$ cat src/dccs_pkg.sv
`timescale 1ns / 1ps

package dccs_pkg;

    localparam int unsigned CmdWidth = 16;
    localparam int unsigned RegWidth = 15;
    localparam int unsigned CfgIdxWidth = 2;

    // register map of the configuration port
    typedef enum logic [CfgIdxWidth-1:0] {
        CFG_SPEED_LIMIT = 2'd0,
        CFG_TURN_LIMIT  = 2'd1,
        CFG_SLEW_STEP   = 2'd2
    } t_cfg_idx;

    localparam logic [RegWidth-1:0] SpeedLimitReset = 15'd6144;  // 1.5
    localparam logic [RegWidth-1:0] TurnLimitReset  = 15'd8192;  // 2.0
    localparam logic [RegWidth-1:0] SlewStepReset   = 15'd614;   // about 0.15

    // one drive command, signed q3.12
    typedef struct packed {
        logic signed [CmdWidth-1:0] turn;
        logic signed [CmdWidth-1:0] speed;
    } t_cmd;

endpackage

$ cat src/drive_command_clamp_slew_limiter_unit.sv
`timescale 1ns / 1ps

// channel   | dir | tdata (low bit up)                      | handshake
// s_axis    | in  | target_speed[15:0], target_turn[31:16]  | i_s_axis_tvalid / o_s_axis_tready
// m_axis    | out | speed_out[15:0], turn_out[31:16]        | o_m_axis_tvalid / i_m_axis_tready
// cfg       | in  | index 0 speed_limit, 1 turn_limit, 2 slew_step (15 bits) | i_cfg_wr_en
//
// two register stages: the request is clamped and shaped on the way into the input
// register, then slewed against the held values on the way into the held registers,
// which are also the result register. one request per cycle while the result is not stalled.
// synchronous active-low reset clears both stage valids, the held values to zero and
// the configuration registers to their defaults. a stalled result holds the held
// registers; the input register still takes one more request while the result waits.

module drive_command_clamp_slew_limiter_unit (
    input  logic                                 i_clk,
    input  logic                                 i_rst_n,
    // configuration write port
    input  logic                                 i_cfg_wr_en,
    input  logic [dccs_pkg::CfgIdxWidth-1:0]     i_cfg_idx,
    input  logic [dccs_pkg::RegWidth-1:0]        i_cfg_data,
    // request stream
    input  logic                                 i_s_axis_tvalid,
    output logic                                 o_s_axis_tready,
    input  logic [31:0]                          i_s_axis_tdata,   // target_speed, target_turn
    // result stream
    output logic                                 o_m_axis_tvalid,
    input  logic                                 i_m_axis_tready,
    output logic [31:0]                          o_m_axis_tdata    // speed_out, turn_out
);
    import dccs_pkg::*;

    // configuration registers
    logic [RegWidth-1:0] r_speed_limit;
    logic [RegWidth-1:0] r_turn_limit;
    logic [RegWidth-1:0] r_slew_step;

    // input stage holds the already clamped and raised target
    logic r_in_valid;
    t_cmd r_target;
    t_cmd n_target;

    // held values double as the result register
    logic                       r_out_valid;
    logic signed [CmdWidth-1:0] r_held_speed;
    logic signed [CmdWidth-1:0] r_held_turn;
    logic signed [CmdWidth-1:0] n_held_speed;
    logic signed [CmdWidth-1:0] n_held_turn;

    t_cmd in_cmd;
    logic advance;
    logic s_accept;
    logic m_accept;

    // speed in the low half, turn in the high half
    assign in_cmd = i_s_axis_tdata;

    // move the input stage on when the result slot is free or being emptied
    assign m_accept        = o_m_axis_tvalid & i_m_axis_tready;
    assign advance         = r_in_valid & (~r_out_valid | i_m_axis_tready);
    assign o_s_axis_tready = ~r_in_valid | advance;
    assign s_accept        = i_s_axis_tvalid & o_s_axis_tready;

    dccs_shape u_shape (
        .i_target      (in_cmd),
        .i_speed_limit (r_speed_limit),
        .i_turn_limit  (r_turn_limit),
        .o_shaped      (n_target)
    );

    dccs_slew u_slew_speed (
        .i_target (r_target.speed),
        .i_held   (r_held_speed),
        .i_step   (r_slew_step),
        .o_next   (n_held_speed)
    );

    dccs_slew u_slew_turn (
        .i_target (r_target.turn),
        .i_held   (r_held_turn),
        .i_step   (r_slew_step),
        .o_next   (n_held_turn)
    );

    // configuration writes, unknown index ignored
    always_ff @(posedge i_clk) begin
        if (!i_rst_n) begin
            r_speed_limit <= SpeedLimitReset;
            r_turn_limit  <= TurnLimitReset;
            r_slew_step   <= SlewStepReset;
        end else if (i_cfg_wr_en) begin
            unique case (i_cfg_idx)
                CFG_SPEED_LIMIT: r_speed_limit <= i_cfg_data;
                CFG_TURN_LIMIT:  r_turn_limit  <= i_cfg_data;
                CFG_SLEW_STEP:   r_slew_step   <= i_cfg_data;
                default: begin
                end
            endcase
        end
    end

    // input stage
    always_ff @(posedge i_clk) begin
        if (!i_rst_n) begin
            r_in_valid <= 1'b0;
        end else if (o_s_axis_tready) begin
            r_in_valid <= i_s_axis_tvalid;
        end
    end

    always_ff @(posedge i_clk) begin
        if (s_accept) begin
            r_target <= n_target;
        end
    end

    // slew stage and held state
    always_ff @(posedge i_clk) begin
        if (!i_rst_n) begin
            r_out_valid  <= 1'b0;
            r_held_speed <= '0;
            r_held_turn  <= '0;
        end else begin
            if (advance) begin
                r_out_valid  <= 1'b1;
                r_held_speed <= n_held_speed;
                r_held_turn  <= n_held_turn;
            end else if (m_accept) begin
                r_out_valid <= 1'b0;
            end
        end
    end

    assign o_m_axis_tvalid = r_out_valid;
    assign o_m_axis_tdata  = {r_held_turn, r_held_speed};

endmodule

$ cat src/dccs_shape.sv
`timescale 1ns / 1ps

module dccs_shape (
    input  dccs_pkg::t_cmd                    i_target,
    input  logic [dccs_pkg::RegWidth-1:0]     i_speed_limit,
    input  logic [dccs_pkg::RegWidth-1:0]     i_turn_limit,
    output dccs_pkg::t_cmd                    o_shaped
);
    import dccs_pkg::*;

    // clamp to +/- limit, the most negative code lands on -limit
    function automatic logic signed [CmdWidth:0] clamp_mag(
        input logic signed [CmdWidth-1:0] v,
        input logic [RegWidth-1:0]        lim
    );
        logic signed [CmdWidth:0] wide;
        logic signed [CmdWidth:0] lim_s;
        logic signed [CmdWidth:0] mag;
        wide  = {v[CmdWidth-1], v};
        lim_s = {2'b00, lim};
        mag   = wide[CmdWidth] ? -wide : wide;
        if (mag > lim_s) begin
            clamp_mag = wide[CmdWidth] ? -lim_s : lim_s;
        end else begin
            clamp_mag = wide;
        end
    endfunction

    logic signed [CmdWidth:0] turn_c;
    logic signed [CmdWidth:0] speed_c;
    logic [CmdWidth:0]        turn_mag;
    logic [CmdWidth:0]        speed_mag2;
    logic [CmdWidth:0]        half;
    logic signed [CmdWidth:0] speed_r;

    always_comb begin
        turn_c     = clamp_mag(i_target.turn, i_turn_limit);
        speed_c    = clamp_mag(i_target.speed, i_speed_limit);
        turn_mag   = turn_c[CmdWidth] ? unsigned'(-turn_c) : unsigned'(turn_c);
        speed_mag2 = (speed_c[CmdWidth] ? unsigned'(-speed_c) : unsigned'(speed_c)) << 1;
        // half the turn magnitude rounded up
        half       = (turn_mag + (CmdWidth+1)'(1)) >> 1;
        speed_r    = speed_c;
        if (speed_mag2 < turn_mag) begin
            // zero speed counts as positive
            speed_r = speed_c[CmdWidth] ? -signed'(half) : signed'(half);
        end
        o_shaped.turn  = turn_c[CmdWidth-1:0];
        o_shaped.speed = speed_r[CmdWidth-1:0];
    end

endmodule

$ cat src/dccs_slew.sv
`timescale 1ns / 1ps

module dccs_slew (
    input  logic signed [dccs_pkg::CmdWidth-1:0] i_target,
    input  logic signed [dccs_pkg::CmdWidth-1:0] i_held,
    input  logic [dccs_pkg::RegWidth-1:0]        i_step,
    output logic signed [dccs_pkg::CmdWidth-1:0] o_next
);
    import dccs_pkg::*;

    logic signed [CmdWidth+1:0] diff;
    logic signed [CmdWidth+1:0] gap;
    logic signed [CmdWidth+1:0] step_s;
    logic signed [CmdWidth+1:0] moved;

    always_comb begin
        diff   = {{2{i_target[CmdWidth-1]}}, i_target} - {{2{i_held[CmdWidth-1]}}, i_held};
        gap    = diff[CmdWidth+1] ? -diff : diff;
        step_s = {3'b000, i_step};
        // a full step toward the target stays between held and target
        moved  = diff[CmdWidth+1] ? {{2{i_held[CmdWidth-1]}}, i_held} - step_s
                                  : {{2{i_held[CmdWidth-1]}}, i_held} + step_s;
        if (gap < step_s) begin
            o_next = i_target;
        end else begin
            o_next = moved[CmdWidth-1:0];
        end
    end

endmodule
$ cat config.mk
export PLATFORM = sky130hd
export DESIGN_NAME = drive_command_clamp_slew_limiter_unit
export DESIGN_NICKNAME = d
export VERILOG_FILES = /design/src/dccs_pkg.sv /design/src/drive_command_clamp_slew_limiter_unit.sv /design/src/dccs_shape.sv /design/src/dccs_slew.sv
export SDC_FILE = /design/constraint.sdc
export NUM_CORES = 1
export LEC_CHECK = 0
export ABC_CLOCK_PERIOD_IN_PS = 10000
export BUFFER_PORTS_ARGS = -buffer_cell sky130_fd_sc_hd__buf_2
export CAP_MARGIN = 10
export CORE_MARGIN = 2
export CORE_UTILIZATION = 55
export DETAILED_ROUTE_END_ITERATION = 10
export PLACE_DENSITY = 0.79
export SKIP_LAST_GASP = 1
export SYNTH_ARGS = -nofsm -noshare
export SYNTH_HDL_FRONTEND = slang
export SYNTH_SLANG_ARGS = --single-unit
export TNS_END_PERCENT = 30
$ cat constraint.sdc
create_clock -name i_clk -period 10 [get_ports i_clk]
set_input_delay 0.5 -clock i_clk [delete_from_list [all_inputs] [get_ports i_clk]]
set_output_delay 0.5 -clock i_clk [all_outputs]
set_load 0.01 [all_outputs]
==> results.yml, run 1 <==
worst_setup_path:
  r2r_cells: 24
  r2r_end: "r_target[15]"
  endpoint_kind: "register"
  cp_max_fo: 21
  startpoint_type: "input port"
  timing.rr.start: "r_turn_limit[1]"
  crit_arrival_ns: 8.33
  r2r_slack_ns: 2.43
  crit_required_ns: 10.11
  critical_path_class: "in -> reg"
final_layout:
  multi_input_area_um2: 10500
  fin_cells: 2165
  layout-drive-gt1-share: 0.0927
  final.fill_count: 2328
  ff_latch_area_um2: 2540
  finalNetCount: 2034
  synthToLayoutAreaGrowth_pct: 6.55
clocking:
  clock_sinks: 111
  cts.path.max_buffers: 2
  worstSkewPairLatency_ns: 0.36
  cts_resized: 0
  clockRootBuffer: "clkbuf_16"
  cts_setup_buffers: 0
  htree_levels: 3
  tritoncts: "yes"
  clkSlewWorstSetupHoldPaths_ns: 0.08
  numCtsBuffers: 9
  ctsHoldBuffers: 0
timing:
  finalHoldViolCount: 0
  fin_hold_ws_ns: 0.425
  fmax_mhz: 122
  setup_violations: 0
  timing.final.crit_share: 0.822
  fin_crit_ns: 8.22
  tns_ns: 0
  slew_headroom: 0.260
  slew_violations: 0
  tightest_slew_ns: 1.10
  rsz0062_at_grt: "no"
  fin_skew_ns: 0.0137
synthesis:
  yosys_most_used_dff: "dfxtp_1"
  synth_edf_count: 32
  seq_area_frac_synth: 0.183
  yosysTopAreaCell: "ha_1"
  syn-cell-area_um2: 13900
  synth_nets: 2000
  yosysWarnings: 0
  syn_area_per_cell_um2: 7.73
  synth_top_cells_by_count: "nand2_1, xnor2_1, ha_1"
  yosysUniqueCellTypes: 94
  synth_cells: 1795
  synth_area_leaders: "ha_1, dfxtp_1, xnor2_1"
  async_reset_ff_frac: 0
  synth_top_area_share: 0.133
  ys_ff_latch: 111
  synth.most_common_cell: "nand2_1"
routing:
  dr.pass1.iters: 8
  vias: 13437
  via_per_inst: 6.21
  drtAntennaViolNets: 0
  wirelength_um: 39700
  drtIter0Drc: 1167
  drc: 0
  wl_per_cell_um: 18.3
global_route:
  grt_pass1_vias: 12534
  grt_pass1_wl_um: 63500
  grtUsageTotal: 0.297
  antenna_found_initial: 1
  grt_max_degree: 86
  grt_overflow: 0
placement:
  gp_congestion: 0.942
  dp_cells: 2148
  dpl.hpwl_um: 31700
  numPortBuffers: 87
floorplan:
  start_util: 0.556
  core_area_um2: 25000
  fp.dieArea_um2: 26500
  die_h_um: 163
  die_w_um: 163
  io_pins: 88
  row_count: 58
pwr:
  vdd_ir_drop_max_mv: 0.153
  power_frac_comb: 0.687
  powerDensity_nw_per_um2: 208
  p_switching_w: 0.00144
  p_int_w: 0.00165
  p_leak_nw: 6.07
  seq_power_share: 0.198
  power_w: 0.00308
  swShare: 0.466
  clockPowerShare: 0.115
min_path:
  whs_endpoint: "r_in_valid"
  hp-class: "in -> reg"
  min_path_cells: 3
  hold_path_startpoint: "i_s_axis_tvalid"
job:
  maxCapViolCount: 0
run_status:
  status: "finished, final reports clean"
through the flow:
stage | cell area, µm² | setup slack (ns) | util
floorplan | 13900 | 1.73 | -
global placement | 14500 | 1.54 | 0.581
detailed placement | 14500 | 1.47 | 0.581
CTS | 14800 | 1.83 | 0.592
global route | 14800 | 1.13 | 0.592
finish | 14800 | 1.78 | 0.592
worst max path at each step:
| stage | from | to | slack, ns | depth (start not counted) |
|---|---|---|---|---|
| floorplan | i_s_axis_tdata[31] | r_target[15] | 1.73 | 32 |
| global placement | i_s_axis_tdata[16] | r_target[15] | 1.54 | 28 |
| detailed placement | i_s_axis_tdata[16] | r_target[15] | 1.47 | 28 |
| CTS | i_s_axis_tdata[16] | r_target[15] | 1.83 | 28 |
| global route | i_s_axis_tdata[16] | r_target[15] | 1.13 | 28 |
| finish | i_s_axis_tdata[16] | r_target[15] | 1.78 | 28 |
area by class of cell:
type | instances | area share
Multi-Input combinational cell | 1476 | 0.712
Antenna cell | 1 | 0.000169
Tap cell | 330 | 0.0279
Clock inverter | 4 | 0.00203
Timing Repair Buffer | 101 | 0.0366
Inverter | 130 | 0.0330
Clock buffer | 12 | 0.0167
Sequential cell | 111 | 0.172
registers in the layout, summed over array words and instances (netlist names):
register         flops
r_target            32
r_held_turn         16
o_m_axis_tvalid      1
r_slew_step         15
r_held_speed        16
r_speed_limit       15
r_in_valid           1
r_turn_limit        15
worst max-delay path, stage by stage:
cell and delay, ns:
buf_2 0.12, or4_1 0.65, or3_1 0.44, nand2_1 0.09, xnor2_1 0.09, ha_1 0.31, nand4_1 0.12, or4_1 0.72
a32o_1 0.46, o21ai_0 0.40, and2_1 0.21, ha_1 0.29, or3b_2 0.53, nor2_1 0.14, nor4b_1 0.44, a31o_2 0.19
a21oi_1 0.08, xnor2_1 0.34, ha_1 0.31, o21ai_0 0.08, nand2b_1 0.07, a21oi_1 0.14, nor2b_1 0.05, o21ai_0 0.14
nand2b_1 0.07, a21oi_1 0.14, o31a_1 0.82, mux2_4 0.35
logic make-up (layout without fill, tap and decap cells):
logic type,after synthesis,count (layout),synth area share
flip-flops,111,111,0.183
other,1,2,0.000270
AO/OA/AOI/OAI,485,485,0.236
buffers and inverters,208,247,0.0601
AND/OR/NAND/NOR,574,574,0.207
multiplexers,64,64,0.0472
XOR/XNOR,201,201,0.128
adder cells (fa/ha/maj),151,151,0.138
layer usage:
metal	track usage	part of all wire	up-vias
met5	0	0	-
met4	0.119	0.037	0
met3	0.0237	0.055	98
met2	0.505	0.47	436
met1	0.390	0.43	6354
li1	-	-	6549
power by group through the flow:
stage / Clock [W] / Combinational [W] / Sequential (W)
after CTS: 0.000360 / 0.00211 / 0.000608
final: 0.000354 / 0.00212 / 0.000611
after global placement: 0 / 0.00204 / 0.000617
after global routing: 0.000376 / 0.00238 / 0.000616
after detailed placement: 0 / 0.00209 / 0.000618
after floorplan: 0 / 0.00167 / 0.000590
cell usage in the layout, fill, tap and decap left out, drive strengths merged, types with 11 or more instances in the layout:
cell type,count
nor2b,25
nor2,97
nor3,35
nand3,43
a21o,14
xnor2,165
or3,24
clkbuf,12
o21ai,121
a21oi,103
a21boi,46
nand2b,21
o31ai,32
and3,13
o21bai,11
nand2,202
edfxtp,32
and2,12
inv,130
nand4,24
o211ai,19
nor4,13
mux2i,55
buf,101
or2,15
a31oi,12
dfxtp,79
o41ai,14
o21a,26
or4,14
a211oi,11
ha,147
xor2,35
No activity file was read; power rests on OpenSTA's default activity.
==> inputs of run 2 (changes only) <==
--- a/config.mk
+++ b/config.mk
@@ -5,13 +5,14 @@
 export SDC_FILE = /design/constraint.sdc
 export NUM_CORES = 1
 export LEC_CHECK = 0
-export ABC_CLOCK_PERIOD_IN_PS = 10000
+export ABC_AREA = 1
+export ABC_CLOCK_PERIOD_IN_PS = 7300
 export BUFFER_PORTS_ARGS = -buffer_cell sky130_fd_sc_hd__buf_2
 export CAP_MARGIN = 10
 export CORE_MARGIN = 2
 export CORE_UTILIZATION = 55
 export DETAILED_ROUTE_END_ITERATION = 10
-export PLACE_DENSITY = 0.79
+export PLACE_DENSITY = 0.82
 export SKIP_LAST_GASP = 1
 export SYNTH_ARGS = -nofsm -noshare
 export SYNTH_HDL_FRONTEND = slang
==> constraint.sdc (replaced) <==
create_clock -name i_clk -period 7.3 [get_ports i_clk]
set_input_delay 0.365 -clock i_clk [delete_from_list [all_inputs] [get_ports i_clk]]
set_output_delay 0.365 -clock i_clk [all_outputs]
set_load 0.01 [all_outputs]
==> run 2 against run 1 <==
Against the previous run:
- core utilization rose by 1.3 points
- non-clock buffer count is 5 lower
- area after synthesis decreased by 4.0%
- largest power group unchanged
==> results.yml, run 2 <==
pwr:
  p_leak_nw: 6.92
  power_w: 0.00560
  vdd_ir_drop_max_mv: 0.269
  powerDensity_nw_per_um2: 392
clocking:
  cts.path.max_buffers: 2
  cts_resized: 0
  clockRootBuffer: "clkbuf_16"
  ctsHoldBuffers: 0
  clkSlewWorstSetupHoldPaths_ns: 0.08
  cts_setup_buffers: 0
  worstSkewPairLatency_ns: 0.37
  numCtsBuffers: 9
  tritoncts: "yes"
  htree_levels: 3
  clock_sinks: 111
final_layout:
  layout_common_cells: "nand2_1, inv_1, a21oi_1"
  layout-drive-gt1-share: 0.107
  final_area_um2: 14300
  fin_util: 0.605
  top_regs: "r_target x32, r_held_speed x16, r_held_turn x16"
  largest_register: "r_target"
  finalNetCount: 2279
  largest_reg_flops: 32
  synthToLayoutAreaGrowth_pct: 7.24
  final_common_cell: "nand2_1"
  diodes: 0
placement:
  post-place-ws_ns: 0.854
  numPortBuffers: 87
  place_area_um2: 14000
  dpl.hpwl_um: 29400
  gp_congestion: 0.977
routing:
  drtAntennaViolNets: 0
  vias: 13389
  wirelength_um: 36300
  drc: 0
  wl_per_cell_um: 15.1
  via_per_inst: 5.58
  dr.pass1.iters: 6
  drtIter0Drc: 1006
floorplan:
  fp.dieArea_um2: 25500
  core_area_um2: 23600
  row_count: 56
  die_h_um: 160
  die_w_um: 160
  io_pins: 88
  start_util: 0.564
synthesis:
  syn_area_per_cell_um2: 6.59
  synth_nets: 2226
  yosysUniqueCellTypes: 54
  synth_cells: 2021
  yosysWarnings: 0
  syn-cell-area_um2: 13300
  synth_edf_count: 32
  synth.most_common_cell: "nand2_1"
  yosys_most_used_dff: "dfxtp_1"
  async_reset_ff_frac: 0
  ys_ff_latch: 111
  seq_area_frac_synth: 0.191
  yosysTopAreaCell: "ha_1"
  synth_top_area_share: 0.138
  synth_top_cells_by_count: "nand2_1, inv_1, a21oi_1"
  synth_area_leaders: "ha_1, dfxtp_1, nand2_1"
worst_setup_path:
  cp.depth: 33
  startpoint_type: "input port"
  critical_path_class: "in -> reg"
  timing.rr.start: "r_target[21]"
  critical_path_buf_inv_count: 7
  r2r_slack_ns: 1.65
  cp_max_fo: 21
  r2r_cells: 33
  max_stage_delay_ns: 0.47
  crit_family: "simple AND/OR/NAND/NOR gates"
  r2r_end: "r_held_turn[0]"
  startpoint: "i_s_axis_tdata[1]"
  crit_path_top_delay_cell: "inv_1"
  crit_top_cell: "nand2_1"
  crit_required_ns: 7.40
  endpoint_kind: "register"
  endpoint: "r_target[1]"
  crit_arrival_ns: 6.25
run_status:
  status: "finished, final reports clean"
global_route:
  grt_overflow: 0
  grt_max_degree: 48
  grt_pass1_vias: 12422
  grtUsageTotal: 0.281
  antenna_found_initial: 0
  grt_pass1_wl_um: 59100
timing:
  slew_violations: 0
  tns_ns: 0
  finalHoldViolCount: 0
  fin_crit_ns: 6.15
  fin_ws_ns: 1.15
  fin_skew_ns: 0.0104
  rsz0062_at_grt: "no"
  setup_violations: 0
  fmax_mhz: 163
  timing.final.crit_share: 0.842
  slew_headroom: 0.246
  tightest_slew_ns: 1.13
job:
  maxCapViolCount: 0
min_path:
  hp-class: "in -> reg"
[run 2: cell count changes after synthesis, sizes merged, moves of 55 or more]
| cell | delta |
|---|---|
| a21oi | +80 |
| inv | +157 |
| mux2i | -55 |
| nand2 | +260 |
| nand3 | +76 |
| nor2 | +60 |
| o21ai | +60 |
| xnor2 | -143 |
| xor2 | +100 |
[run 2: logic make-up after synthesis]
logic type / Yosys count / synth area share
other: 1 / 0.000281
adder cells (fa/ha/maj): 151 / 0.144
AO/OA/AOI/OAI: 420 / 0.170
XOR/XNOR: 157 / 0.104
AND/OR/NAND/NOR: 836 / 0.291
multiplexers: 1 / 0.000845
buffers and inverters: 344 / 0.100
flip-flops: 111 / 0.191
[run 2: cell type report]
class | count | area, µm²
Fill cell | 2241 | 9320
Tap cell | 319 | 399
Multi-Input combinational cell | 1566 | 9450
Clock buffer | 9 | 225
Clock inverter | 7 | 81.3
Timing Repair Buffer | 96 | 503
Inverter | 290 | 1090
Sequential cell | 111 | 2540
[run 2: worst register-to-register path, delay by kind of cell (launching register included)]
family	cells	cell delay, ns
AOI/OAI and AO/OA	14	1.94
and+or+nand+nor	12	1.60
buffers and inverters	5	0.94
adders and majority gates	2	0.65
DFF	1	0.43
[run 2: worst min-delay path by stage]
stage                                from  slack [ns]               to  cells past startpoint
final                     i_m_axis_tready        0.28  o_m_axis_tvalid                      4
after global routing      i_m_axis_tready        0.31  o_m_axis_tvalid                      4
after CTS                 i_m_axis_tready        0.27  o_m_axis_tvalid                      4
after detailed placement  r_held_turn[15]        0.49  r_held_turn[15]                      2
after global placement    r_held_turn[15]        0.47  r_held_turn[15]                      2
after floorplan           r_turn_limit[3]        0.47  r_turn_limit[3]                      2
[run 2: power by group]
part,internal (W),switching (W)
sequential,0.000763,0.000114
clock,0.000273,0.000273
combinational,0.00153,0.00265
total,0.00256,0.00303
[run 2: metal layers]
metal	vias to the layer above	share of wire	track usage
li1	6783	-	-
met1	6070	0.44	0.368
met2	451	0.46	0.469
met3	85	0.065	0.0343
met4	0	0.035	0.115
met5	-	0	0
[run 2: through the flow]
stage / instances / hold slack [ns]
floorplan: 2021 / 0.474
global placement: 2382 / 0.469
detailed placement: 2382 / 0.488
CTS: 2398 / 0.274
global route: 2398 / 0.314
finish: 2398 / 0.278
==> inputs of run 3 (changes only) <==
--- a/config.mk
+++ b/config.mk
@@ -6,13 +6,13 @@
 export NUM_CORES = 1
 export LEC_CHECK = 0
 export ABC_AREA = 1
-export ABC_CLOCK_PERIOD_IN_PS = 7300
+export ABC_CLOCK_PERIOD_IN_PS = 5900
 export BUFFER_PORTS_ARGS = -buffer_cell sky130_fd_sc_hd__buf_2
 export CAP_MARGIN = 10
 export CORE_MARGIN = 2
 export CORE_UTILIZATION = 55
 export DETAILED_ROUTE_END_ITERATION = 10
-export PLACE_DENSITY = 0.82
+export PLACE_DENSITY = 0.79
 export SKIP_LAST_GASP = 1
 export SYNTH_ARGS = -nofsm -noshare
 export SYNTH_HDL_FRONTEND = slang
==> constraint.sdc (replaced) <==
create_clock -name i_clk -period 5.9 [get_ports i_clk]
set_input_delay 0.295 -clock i_clk [delete_from_list [all_inputs] [get_ports i_clk]]
set_output_delay 0.295 -clock i_clk [all_outputs]
set_load 0.01 [all_outputs]
==> run 3 against run 2 <==
Against the previous run:
- register-to-register slack got worse by 1.2 ns
- clock power rose by 18%
- setup slack got worse by 0.67 ns
- core utilization rose by 1.0 points
- clock skew rose by 0.010 ns
- non-clock buffer count rose by 23
- cell count rose by 0.96%
- sequential power rose by 24%
- die area did not move
- total power rose by 25%
- critical path depth fell by 6
==> results.yml, run 3 (synthesis results as in run 2) <==
clocking:
  cts.path.max_buffers: 2
  numCtsBuffers: 9
  htree_levels: 3
  clock_sinks: 111
  worstSkewPairLatency_ns: 0.37
  clockRootBuffer: "clkbuf_16"
  tritoncts: "yes"
  clkSlewWorstSetupHoldPaths_ns: 0.09
timing:
  setup_violations: 0
  finalHoldViolCount: 0
  slew_violations: 0
  fin_hold_ws_ns: 0.224
  fmax_mhz: 184
  fin_crit_ns: 5.42
  fin_skew_ns: 0.0207
  slew_headroom: 0.225
  tightest_slew_ns: 1.16
  rsz0062_at_grt: "no"
  timing.final.crit_share: 0.919
  tns_ns: 0
min_path:
  hp-class: "in -> reg"
floorplan:
  row_count: 56
  die_h_um: 160
  start_util: 0.564
  fp.dieArea_um2: 25500
  die_w_um: 160
  core_area_um2: 23600
  io_pins: 88
worst_setup_path:
  endpoint_kind: "register"
  cp_max_fo: 23
  startpoint_type: "register"
  crit_required_ns: 6.15
  critical_path_class: "reg -> reg"
  crit_arrival_ns: 5.68
routing:
  vias: 13473
  dr.pass1.iters: 6
  via_per_inst: 5.57
  drtAntennaViolNets: 0
  drc: 0
  wirelength_um: 36700
  wl_per_cell_um: 15.1
  drtIter0Drc: 952
final_layout:
  fin_util: 0.616
  ff_latch_area_um2: 2540
  largest_reg_flops: 32
  final_common_cell: "nand2_1"
  largest_register: "r_target"
  synthToLayoutAreaGrowth_pct: 9.07
  fin_cells: 2421
  multi_input_area_um2: 9510
  layout_common_cells: "nand2_1, inv_1, a21oi_1"
  finalNetCount: 2302
  final.fill_count: 2221
  top_regs: "r_target x32, r_held_speed x16, r_held_turn x16"
  layout-drive-gt1-share: 0.121
  final_area_um2: 14500
  diodes: 0
placement:
  dp_cells: 2402
  numPortBuffers: 87
  place_area_um2: 14100
  dpl.hpwl_um: 30000
  gp_congestion: 0.976
run_status:
  status: "finished, final reports clean"
global_route:
  grt_pass1_vias: 12572
  grt_pass1_wl_um: 59600
  grtUsageTotal: 0.284
  grt_max_degree: 48
  antenna_found_initial: 0
  grt_overflow: 0
pwr:
  vdd_ir_drop_max_mv: 0.295
  p_leak_nw: 7.03
  powerDensity_nw_per_um2: 480
job:
  maxCapViolCount: 0
==> run 3: per-layer routing <==
layer  part of all wire  track usage  up-vias  routed length (µm)
li1                   -            -     6816                   -
met1               0.44        0.374     6086               16200
met2               0.45        0.464      478               16400
met3              0.068       0.0299       93                2480
met4              0.044        0.140        0                1620
met5                  0            0        -                   0
==> run 3: path summary, 6_finish.rpt <==
check / from / end / slack [ns] / cells after the start
setup / recovery: r_target[21] / r_held_turn[15] / 0.48 / 27
setup reg to reg: r_target[21] / r_held_turn[15] / 0.48 / 27
hold / removal: i_m_axis_tready / o_m_axis_tvalid / 0.22 / 4
hold reg to reg: r_held_turn[15] / r_held_turn[15] / 0.49 / 2
==> run 3: per-stage QoR <==
| step | total power (W) | setup slack (ns) |
|---|---|---|
| detailed placement | 0.00620 | -0.0921 |
| CTS | 0.00688 | 0.269 |
| finish | 0.00698 | 0.475 |
| floorplan | 0.00504 | 0.353 |
| global route | 0.00771 | 0.00101 |
| global placement | 0.00601 | 0.0745 |
==> run 3: report_power, final <==
group          internal, W  switching (W)  leakage, nW  total [W]
clock             0.000330       0.000313        0.139   0.000644
sequential        0.000944       0.000141        0.965    0.00109
combinational      0.00194        0.00330         5.93    0.00525
total              0.00322        0.00376         7.03    0.00698
==> run 3: final cells by class <==
cell class | instances | share of cell area
clock buffers | 9 | 0.0155
clock inverters | 7 | 0.00491
inverters | 290 | 0.0753
multi-input cells | 1566 | 0.654
flip-flops and latches | 111 | 0.175
well taps | 319 | 0.0275
repair buffers | 119 | 0.0479
==> run 3: what timing repair did <==
item	in CTS	in global routing
setup buffers	0	2
resized for setup	0	18
setup endpoints to repair	0	32
hold buffers	0	0
==> run 3: critical path, cell delays in order (launching register included) <==
cell and delay [ns]:
edfxtp_1 0.43, ha_1 0.36, inv_1 0.10, nor4_1 0.26
nand2_1 0.09, o311ai_1 0.12, a21boi_0 0.25, o21ai_2 0.24
a21oi_1 0.10, or2_2 0.29, nand2_2 0.22, buf_4 0.28
o21ai_0 0.18, ha_1 0.36, nand2_1 0.06, inv_1 0.06
nand3_1 0.06, o21ai_0 0.34, a21oi_1 0.12, o21ai_0 0.28
a21oi_1 0.11, o21bai_1 0.21, nand3_1 0.15, o21ai_0 0.23
xor2_1 0.16, nand2_1 0.07, nand3_1 0.07, a21oi_1 0.08
